[src/rtl/hmp_pkg.sv]
// hmp_pkg: shared types and constants of the hash message padder.
// No dependencies; imported by every module of the block.
package hmp_pkg;

	localparam int WORD_W     = 64;
	localparam int PEND_W     = 56;
	localparam int COUNT_W    = 61;
	localparam int CFG_ADDR_W = 3;
	localparam int CFG_DATA_W = 32;

	localparam logic [7:0] PAD_BYTE = 8'h80;

	// word slots inside a 64-byte block
	localparam logic [2:0] SLOT_LAST_PAD = 3'd6;
	localparam logic [2:0] SLOT_LENGTH   = 3'd7;
	localparam logic [2:0] BYTE_LAST     = 3'd7;

	// register index of length_big_endian (paddr[2])
	localparam logic REG_LENGTH_ORDER = 1'b0;

	typedef enum logic [1:0] {
		EMIT_NONE,
		EMIT_FIRST,
		EMIT_ZERO,
		EMIT_LENGTH
	} emit_kind_t;

	// controller to datapath
	typedef struct packed {
		logic       take;
		emit_kind_t emit;
	} dp_cmd_t;

	// datapath to controller
	typedef struct packed {
		logic       out_free;
		logic [2:0] first_slot;
		logic [2:0] pad_slot;
	} dp_status_t;

endpackage

[src/rtl/hmp_stream_if.sv]
// hmp_stream_if: valid/ready channels for message bytes in and padded words out.
// Depends on nothing.
interface hmp_in_if;
	logic       valid;
	logic       ready;
	logic [7:0] data_byte;
	logic       carries_byte;
	logic       ends_message;

	modport source (output valid, data_byte, carries_byte, ends_message, input ready);
	modport sink (input valid, data_byte, carries_byte, ends_message, output ready);
endinterface

interface hmp_out_if;
	logic        valid;
	logic        ready;
	logic [63:0] out_word;
	logic        block_end;
	logic        message_end;

	modport source (output valid, out_word, block_end, message_end, input ready);
	modport sink (input valid, out_word, block_end, message_end, output ready);
endinterface

[src/rtl/hmp_apb_regs.sv]
// hmp_apb_regs: APB register file holding the length byte-order control bit.
// Depends on hmp_pkg.
module hmp_apb_regs
	import hmp_pkg::*;
(
	input  logic                  clk,
	input  logic                  arst_n,
	input  logic                  psel,
	input  logic                  penable,
	input  logic                  pwrite,
	input  logic [CFG_ADDR_W-1:0] paddr,
	input  logic [CFG_DATA_W-1:0] pwdata,
	output logic [CFG_DATA_W-1:0] prdata,
	output logic                  pready,
	output logic                  length_big_endian
);

	logic lbe_q;
	logic hit;

	assign pready = 1'b1;
	assign hit    = (paddr[2] == REG_LENGTH_ORDER);

	// register write in the access phase
	always_ff @(posedge clk or negedge arst_n) begin
		if (!arst_n) begin
			lbe_q <= 1'b0;
		end else if (psel && penable && pwrite && pready && hit) begin
			lbe_q <= pwdata[0];
		end
	end

	// read back
	always_comb begin
		prdata = '0;
		if (hit) begin
			prdata = {{(CFG_DATA_W-1){1'b0}}, lbe_q};
		end
	end

	assign length_big_endian = lbe_q;

endmodule

[src/rtl/hmp_datapath.sv]
// hmp_datapath: byte packing, length counter, pad word builder, output register.
// Depends on hmp_pkg; driven by hmp_ctrl commands.
module hmp_datapath
	import hmp_pkg::*;
(
	input  logic        clk,
	input  logic        arst_n,
	input  dp_cmd_t     cmd,
	output dp_status_t  status,
	input  logic        length_big_endian,
	input  logic [7:0]  data_byte,
	input  logic        carries_byte,
	output logic        out_valid,
	input  logic        out_ready,
	output logic [63:0] out_word,
	output logic        block_end,
	output logic        message_end
);

	logic [COUNT_W-1:0] count_q;
	logic [PEND_W-1:0]  pending_q;
	logic [2:0]         pad_slot_q;
	logic               out_valid_q;
	logic [WORD_W-1:0]  word_q;
	logic               block_end_q;
	logic               message_end_q;

	logic               out_free;
	logic [2:0]         byte_pos;
	logic [2:0]         first_slot;
	logic               push;
	logic               word_full;
	logic [WORD_W-1:0]  first_word;
	logic [WORD_W-1:0]  bit_len;
	logic [WORD_W-1:0]  len_word;
	logic [5:0]         first_shift;

	assign out_free   = !out_valid_q || out_ready;
	assign byte_pos   = count_q[2:0];
	assign first_slot = count_q[5:3];
	assign push       = cmd.take && carries_byte;
	assign word_full  = (byte_pos == BYTE_LAST);

	// pending bytes followed by the pad byte, aligned to the top of the word
	assign first_shift = {3'(BYTE_LAST - byte_pos), 3'b000};
	assign first_word  = {pending_q, PAD_BYTE} << first_shift;

	// bit length, byte-swapped for least-significant-first order
	assign bit_len = {count_q, 3'b000};
	always_comb begin
		len_word = bit_len;
		if (!length_big_endian) begin
			len_word = {bit_len[7:0], bit_len[15:8], bit_len[23:16], bit_len[31:24],
				bit_len[39:32], bit_len[47:40], bit_len[55:48], bit_len[63:56]};
		end
	end

	// message byte counter and partial word
	always_ff @(posedge clk or negedge arst_n) begin
		if (!arst_n) begin
			count_q    <= '0;
			pending_q  <= '0;
			pad_slot_q <= '0;
		end else begin
			if (push) begin
				count_q <= count_q + COUNT_W'(1);
				if (word_full) begin
					pending_q <= '0;
				end else begin
					pending_q <= {pending_q[PEND_W-9:0], data_byte};
				end
			end
			unique case (cmd.emit)
				EMIT_FIRST:  pad_slot_q <= first_slot + 3'd1;
				EMIT_ZERO:   pad_slot_q <= pad_slot_q + 3'd1;
				EMIT_LENGTH: begin
					count_q   <= '0;
					pending_q <= '0;
				end
				EMIT_NONE:   ;
				default:     ;
			endcase
		end
	end

	// output valid flag
	always_ff @(posedge clk or negedge arst_n) begin
		if (!arst_n) begin
			out_valid_q <= 1'b0;
		end else if ((push && word_full) || (cmd.emit != EMIT_NONE)) begin
			out_valid_q <= 1'b1;
		end else if (out_ready) begin
			out_valid_q <= 1'b0;
		end
	end

	// output payload
	always_ff @(posedge clk) begin
		if (push && word_full) begin
			word_q        <= {pending_q, data_byte};
			block_end_q   <= (count_q[5:0] == 6'h3f);
			message_end_q <= 1'b0;
		end else begin
			unique case (cmd.emit)
				EMIT_FIRST: begin
					word_q        <= first_word;
					block_end_q   <= (first_slot == SLOT_LENGTH);
					message_end_q <= 1'b0;
				end
				EMIT_ZERO: begin
					word_q        <= '0;
					block_end_q   <= (pad_slot_q == SLOT_LENGTH);
					message_end_q <= 1'b0;
				end
				EMIT_LENGTH: begin
					word_q        <= len_word;
					block_end_q   <= 1'b1;
					message_end_q <= 1'b1;
				end
				EMIT_NONE: ;
				default:   ;
			endcase
		end
	end

	assign status.out_free   = out_free;
	assign status.first_slot = first_slot;
	assign status.pad_slot   = pad_slot_q;

	assign out_valid   = out_valid_q;
	assign out_word    = word_q;
	assign block_end   = block_end_q;
	assign message_end = message_end_q;

endmodule

[src/rtl/hmp_ctrl.sv]
// hmp_ctrl: sequencer for message bytes and the padding tail.
// Depends on hmp_pkg; commands hmp_datapath.
module hmp_ctrl
	import hmp_pkg::*;
(
	input  logic       clk,
	input  logic       arst_n,
	input  logic       in_valid,
	input  logic       ends_message,
	output logic       in_ready,
	input  dp_status_t status,
	output dp_cmd_t    cmd
);

	typedef enum logic [1:0] {
		ST_IDLE,
		ST_PAD_FIRST,
		ST_PAD_ZERO,
		ST_PAD_LEN
	} state_t;

	state_t state_q;

	// commands decoded from state
	always_comb begin
		in_ready = 1'b0;
		cmd.take = 1'b0;
		cmd.emit = EMIT_NONE;
		unique case (state_q)
			ST_IDLE: begin
				in_ready = status.out_free;
				cmd.take = in_valid && status.out_free;
			end
			ST_PAD_FIRST: if (status.out_free) cmd.emit = EMIT_FIRST;
			ST_PAD_ZERO:  if (status.out_free) cmd.emit = EMIT_ZERO;
			ST_PAD_LEN:   if (status.out_free) cmd.emit = EMIT_LENGTH;
			default: ;
		endcase
	end

	// state register
	always_ff @(posedge clk or negedge arst_n) begin
		if (!arst_n) begin
			state_q <= ST_IDLE;
		end else begin
			unique case (state_q)
				ST_IDLE: begin
					if (cmd.take && ends_message) state_q <= ST_PAD_FIRST;
				end
				ST_PAD_FIRST: begin
					if (status.out_free) begin
						state_q <= (status.first_slot == SLOT_LAST_PAD) ? ST_PAD_LEN
							: ST_PAD_ZERO;
					end
				end
				ST_PAD_ZERO: begin
					if (status.out_free && status.pad_slot == SLOT_LAST_PAD) begin
						state_q <= ST_PAD_LEN;
					end
				end
				ST_PAD_LEN: begin
					if (status.out_free) state_q <= ST_IDLE;
				end
				default: state_q <= ST_IDLE;
			endcase
		end
	end

endmodule

[src/rtl/hash_message_padder.sv]
// Merkle-Damgard message padder (MD5 / SHA-256 style). Message bytes come in
// one request per cycle while the output register is free, and leave packed
// as 64-bit words, earliest byte in bits 63:56. A request with ends_message
// set starts the padding tail: the 0x80 byte, zero words up to the last
// slot of a 64-byte block (an extra block when fewer than 9 bytes remain),
// then the 64-bit bit length, least significant byte first unless
// length_big_endian (register at address 0) is set. The tail has 2 to 9
// padding words, which the pad sequencer emits one word per cycle, while
// the output is free, through the single output register. Input is held
// off while the tail drains. No clearing pass after reset.
// Depends on hmp_pkg, hmp_stream_if, hmp_apb_regs, hmp_ctrl, hmp_datapath.
module hash_message_padder
	import hmp_pkg::*;
(
	input  logic                  clk,
	input  logic                  arst_n,
	hmp_in_if.sink                msg_in,
	hmp_out_if.source             word_out,
	input  logic                  psel,
	input  logic                  penable,
	input  logic                  pwrite,
	input  logic [CFG_ADDR_W-1:0] paddr,
	input  logic [CFG_DATA_W-1:0] pwdata,
	output logic [CFG_DATA_W-1:0] prdata,
	output logic                  pready
);

	logic       length_big_endian;
	logic       in_ready;
	dp_cmd_t    cmd;
	dp_status_t status;

	hmp_apb_regs u_regs (
		.clk               (clk),
		.arst_n            (arst_n),
		.psel              (psel),
		.penable           (penable),
		.pwrite            (pwrite),
		.paddr             (paddr),
		.pwdata            (pwdata),
		.prdata            (prdata),
		.pready            (pready),
		.length_big_endian (length_big_endian)
	);

	hmp_ctrl u_ctrl (
		.clk          (clk),
		.arst_n       (arst_n),
		.in_valid     (msg_in.valid),
		.ends_message (msg_in.ends_message),
		.in_ready     (in_ready),
		.status       (status),
		.cmd          (cmd)
	);

	hmp_datapath u_dp (
		.clk               (clk),
		.arst_n            (arst_n),
		.cmd               (cmd),
		.status            (status),
		.length_big_endian (length_big_endian),
		.data_byte         (msg_in.data_byte),
		.carries_byte      (msg_in.carries_byte),
		.out_valid         (word_out.valid),
		.out_ready         (word_out.ready),
		.out_word          (word_out.out_word),
		.block_end         (word_out.block_end),
		.message_end       (word_out.message_end)
	);

	assign msg_in.ready = in_ready;

endmodule

[src/flat_wrapper.sv]
// flat-port wrapper written by rule: the top's interface ports become plain ports
module hash_message_padder_flat import hmp_pkg::*;
  (clk, arst_n, psel, penable, pwrite, paddr, pwdata, prdata, pready, msg_in_valid, msg_in_data_byte, msg_in_carries_byte, msg_in_ends_message, msg_in_ready, word_out_valid, word_out_out_word, word_out_block_end, word_out_message_end, word_out_ready);
  hmp_in_if msg_in_i ();
  hmp_out_if word_out_i ();
  input  logic clk;
  input  logic arst_n;
  input  logic psel;
  input  logic penable;
  input  logic pwrite;
  input  logic [CFG_ADDR_W-1:0] paddr;
  input  logic [CFG_DATA_W-1:0] pwdata;
  output logic [CFG_DATA_W-1:0] prdata;
  output logic pready;
  input wire logic [$bits(msg_in_i.valid)-1:0] msg_in_valid;
  input wire logic [$bits(msg_in_i.data_byte)-1:0] msg_in_data_byte;
  input wire logic [$bits(msg_in_i.carries_byte)-1:0] msg_in_carries_byte;
  input wire logic [$bits(msg_in_i.ends_message)-1:0] msg_in_ends_message;
  output wire logic [$bits(msg_in_i.ready)-1:0] msg_in_ready;
  output wire logic [$bits(word_out_i.valid)-1:0] word_out_valid;
  output wire logic [$bits(word_out_i.out_word)-1:0] word_out_out_word;
  output wire logic [$bits(word_out_i.block_end)-1:0] word_out_block_end;
  output wire logic [$bits(word_out_i.message_end)-1:0] word_out_message_end;
  input wire logic [$bits(word_out_i.ready)-1:0] word_out_ready;
  assign msg_in_i.valid = msg_in_valid;
  assign msg_in_i.data_byte = msg_in_data_byte;
  assign msg_in_i.carries_byte = msg_in_carries_byte;
  assign msg_in_i.ends_message = msg_in_ends_message;
  assign msg_in_ready = msg_in_i.ready;
  assign word_out_valid = word_out_i.valid;
  assign word_out_out_word = word_out_i.out_word;
  assign word_out_block_end = word_out_i.block_end;
  assign word_out_message_end = word_out_i.message_end;
  assign word_out_i.ready = word_out_ready;
  hash_message_padder u_core (.clk(clk), .arst_n(arst_n), .msg_in(msg_in_i), .word_out(word_out_i), .psel(psel), .penable(penable), .pwrite(pwrite), .paddr(paddr), .pwdata(pwdata), .prdata(prdata), .pready(pready));
endmodule
[config.mk]
export PLATFORM = sky130hd
export DESIGN_NAME = hash_message_padder_flat
export DESIGN_NICKNAME = d
export VERILOG_FILES = /design/src/rtl/hmp_pkg.sv /design/src/rtl/hmp_stream_if.sv /design/src/rtl/hmp_apb_regs.sv /design/src/rtl/hmp_datapath.sv /design/src/rtl/hmp_ctrl.sv /design/src/rtl/hash_message_padder.sv /design/src/flat_wrapper.sv
export SDC_FILE = /design/constraint.sdc
export NUM_CORES = 1
export LEC_CHECK = 0
export ABC_CLOCK_PERIOD_IN_PS = 9400
export BUFFER_PORTS_ARGS = -buffer_cell sky130_fd_sc_hd__buf_4
export CAP_MARGIN = 20
export CORE_ASPECT_RATIO = 1.25
export CORE_MARGIN = 2
export CORE_UTILIZATION = 40
export CTS_CLUSTER_DIAMETER = 200
export DETAILED_ROUTE_END_ITERATION = 16
export PLACE_DENSITY = 0.56
export SKIP_CTS_REPAIR_TIMING = 1
export SYNTH_ARGS = -nofsm -noshare
export SYNTH_HDL_FRONTEND = slang
export SYNTH_SLANG_ARGS = --single-unit
[constraint.sdc]
create_clock -name clk -period 9.4 [get_ports clk]
set_input_delay 1.88 -clock clk [delete_from_list [all_inputs] [get_ports clk]]
set_output_delay 1.88 -clock clk [all_outputs]
set_load 0.02 [all_outputs]
==> results.py <==
metrics = {
    "run_status": {
        "status": "complete, no violations",
    },
    "sta": {
        "setup_tns_ps": 0,
        "drv_slew": 0,
        "setup_viol": 0,
        "hold_viol_final": 0,
        "max_freq_ghz": 0.1910,
        "max_slew.worst_pin.slew_ps": 1008,
        "max_slew_margin": 0.3260,
        "whs_ps": 515.2,
        "rsz0062_at_grt": "no",
        "finalCritPeriodShare": 0.5570,
        "fin_crit_ps": 5236,
        "fin_skew_ps": 10.71,
    },
    "cells_and_area": {
        "n_antenna_cell": 0,
        "synthToLayoutAreaGrowth_pct": 11.37,
        "layout.nets": 1213,
        "fin_area_um2": 12640,
        "drive_gt1_frac": 0.2024,
    },
    "setup_path": {
        "max_stage_delay_ps": 870,
        "cp.arrival_ps": 5500,
        "crit_chain": "buf_4, nor2b_1, nor2_1, o21ai_0, inv_1, ha_4, nor2_1, buf_4, nand2_1, nor3b_1, a22oi_1, o2bb2ai_1",
        "critPathRequiredTime_ps": 9670,
        "criticalPathCategory": "primary input to register",
        "start_kind": "primary input",
        "cp-end-kind": "register",
        "slowest_stage": "nor3b_1",
        "crit_path_max_fanout": 69,
    },
    "routing": {
        "via_count": 9228,
        "drcViolationCount": 0,
        "wl_per_cell_um": 23.22,
        "routed_wl_um": 35090,
        "dr.pass1.iters": 5,
        "final_antenna_net_count": 0,
        "drt_first_iter_violations": 682,
        "via_per_inst": 6.107,
    },
    "floorplanning": {
        "start_util": 0.4092,
        "die_x_um": 154.7,
        "placeableCoreArea_um2": 27740,
        "dieArea_um2": 29750,
        "dieHeight_um": 192.3,
        "ios": 153,
        "std_cell_rows": 68,
    },
    "yosys": {
        "synth_fa_ha_area_frac": 0.01433,
        "synth_top_family_by_area": "compound AO/OA/AOI/OAI gates",
        "yosysWarnings": 0,
        "synthDistinctLibCells": 60,
        "ys.flop_type": "dfrtp_1",
        "synth_edf_count": 65,
        "netlist_instances": 1123,
        "synth-async-reset-ratio": 0.6526,
        "synth_xor_area_frac": 0.01543,
        "synth-compound-area-share": 0.1790,
        "ys_seq_area_frac": 0.4471,
        "syn_area_per_cell_um2": 10.11,
        "synth_area_um2": 11350,
        "ys_ff_latch": 190,
        "synthMuxAreaShare": 0.1255,
        "synthSimpleGateAreaFrac": 0.1600,
    },
    "global_route": {
        "grt_overflow_total": 0,
        "globalRouteTotalUtil": 0.2375,
        "grt_use_met3": 0.03548,
        "top_usage_layer": "met2",
        "global_route.usage.met1": 0.3189,
        "grt_pass1_wl_um": 53450,
        "grt_pass1_vias": 8702,
        "antenna_found_initial": 0,
        "grtUsageMet2": 0.3923,
        "grt_max_degree": 84,
    },
    "pwr": {
        "p_per_area_nw_per_um2": 281.1,
        "power_leakage_nw": 5.110,
        "ir_worst_vdd_mv": 0.2299,
    },
    "worst_hold_path": {
        "hold_path_class": "register to register",
    },
    "clock_network": {
        "clk_latency_ps": 450,
        "clock_path_buffers": 2,
        "cts_tree": "yes",
        "clock_sinks": 190,
        "path_clk_slew_ps": 70,
        "cts_root_buffer": "clkbuf_16",
        "cts_buffers": 17,
        "cts.htree.levels": 4,
    },
    "flow_run": {
        "drv_cap": 0,
    },
    "placed_design": {
        "dp_hpwl_um": 24040,
        "port_buffers": 87,
        "place_congestion": 0.9421,
        "place_area_um2": 12060,
    },
}
-- kinds of logic after synthesis --
family / after synthesis
other: 2
muxes: 111
AOI/OAI and AO/OA: 296
DFF: 190
buffers and inverters: 133
adders and majority gates: 13
and+or+nand+nor: 358
xor gates and xnor gates: 20
-- path summary, 6_finish.rpt --
check | from | to | slack (ps) | cells after the start
worst max-delay path | word_out_ready | u_core.u_dp.out_word[19] | 4160 | 12
worst min-delay path | u_core.u_dp.pad_slot_q[0] | u_core.u_dp.pad_slot_q[0] | 520 | 2
worst max register to register | u_core.u_dp.out_valid | u_core.u_dp.out_word[19] | 5310 | 11
worst min register to register | u_core.u_dp.pad_slot_q[0] | u_core.u_dp.pad_slot_q[0] | 520 | 2
max in group asynchronous | arst_n | u_core.u_dp.pending_q[25] | 6430 | 2
min in group asynchronous | arst_n | u_core.u_ctrl.state_q[1] | 1500 | 1
-- placed cells by master (no fill, tap or decap), drive strengths merged, types with 36 or more instances in the layout --
master and count:
edfxtp 65, nand3 41, nand2 90, nor2 92, dfrtp 124, buf 99, o21ai 36, a21oi 82
a22o 62, mux2 70
-- synthesized netlist by cell type, types with 18 or more instances --
master / instances / share of area
nand2_1: 90 / 0.030
nand3_1: 40 / 0.018
a22o_1: 62 / 0.048
buf_4: 32 / 0.021
o21ai_0: 36 / 0.016
or4_1: 26 / 0.017
clkbuf_1: 57 / 0.019
mux4_2: 18 / 0.036
edfxtp_1: 65 / 0.17
buf_2: 25 / 0.011
a22oi_1: 26 / 0.017
dfrtp_1: 124 / 0.27
nor2_1: 91 / 0.030
o31ai_1: 26 / 0.017
mux2i_1: 23 / 0.020
mux2_2: 70 / 0.069
nand4_1: 33 / 0.018
a21oi_1: 82 / 0.036
-- worst max-delay path, delay by kind of cell --
| kind | cells | cell delay [ps] |
|---|---|---|
| buf+inv | 3 | 510 |
| compound gates | 3 | 630 |
| simple gates | 5 | 2030 |
| fa+ha+maj | 1 | 430 |
-- where the power goes --
| part | internal (W) | switching (W) | leakage, nW |
|---|---|---|---|
| sequential | 0.00119 | 0.000236 | 2.35 |
| clock | 0.000399 | 0.000331 | 0.282 |
| combinational | 0.000535 | 0.000863 | 2.48 |
| total | 0.00212 | 0.00143 | 5.11 |
-- stage by stage --
stage                     worst slack, ps    util  instances  total power, W
after floorplan                      4403       -       1153        0.002327
after global placement               3822  0.4347       1479        0.002836
after detailed placement             3802  0.4347       1479        0.002849
after CTS                            4252  0.4557       1511        0.003583
after global routing                 3834  0.4557       1511        0.003735
final                                4164  0.4557       1511        0.003553
-- layer usage --
layer | part of all wire | wire length [µm]
met5 | 0 | 0
met4 | 0.027 | 943
met3 | 0.059 | 2072
met2 | 0.49 | 17260
met1 | 0.42 | 14810
-- cell type report --
cell class | instances | area (µm²)
Timing Repair Buffer | 99 | 743.2
Tap cell | 350 | 437.9
Clock buffer | 18 | 439.2
Multi-Input combinational cell | 830 | 5758
Inverter | 10 | 37.54
Sequential cell | 190 | 5081
Fill cell | 2666 | 15100
Clock inverter | 14 | 142.6
-- sequential cells by signal (all words and copies together) (netlist names) --
signal                           cells
u_core.u_dp.block_end                1
u_core.u_dp.message_end              1
u_core.u_ctrl.state_q                2
u_core.u_dp.count_q                 61
u_core.u_dp.out_valid                1
u_core.u_dp.pending_q               56
u_core.u_dp.pad_slot_q               3
u_core.u_regs.length_big_endian      1
u_core.u_dp.out_word                64
Power figures use the tool's default switching activity.
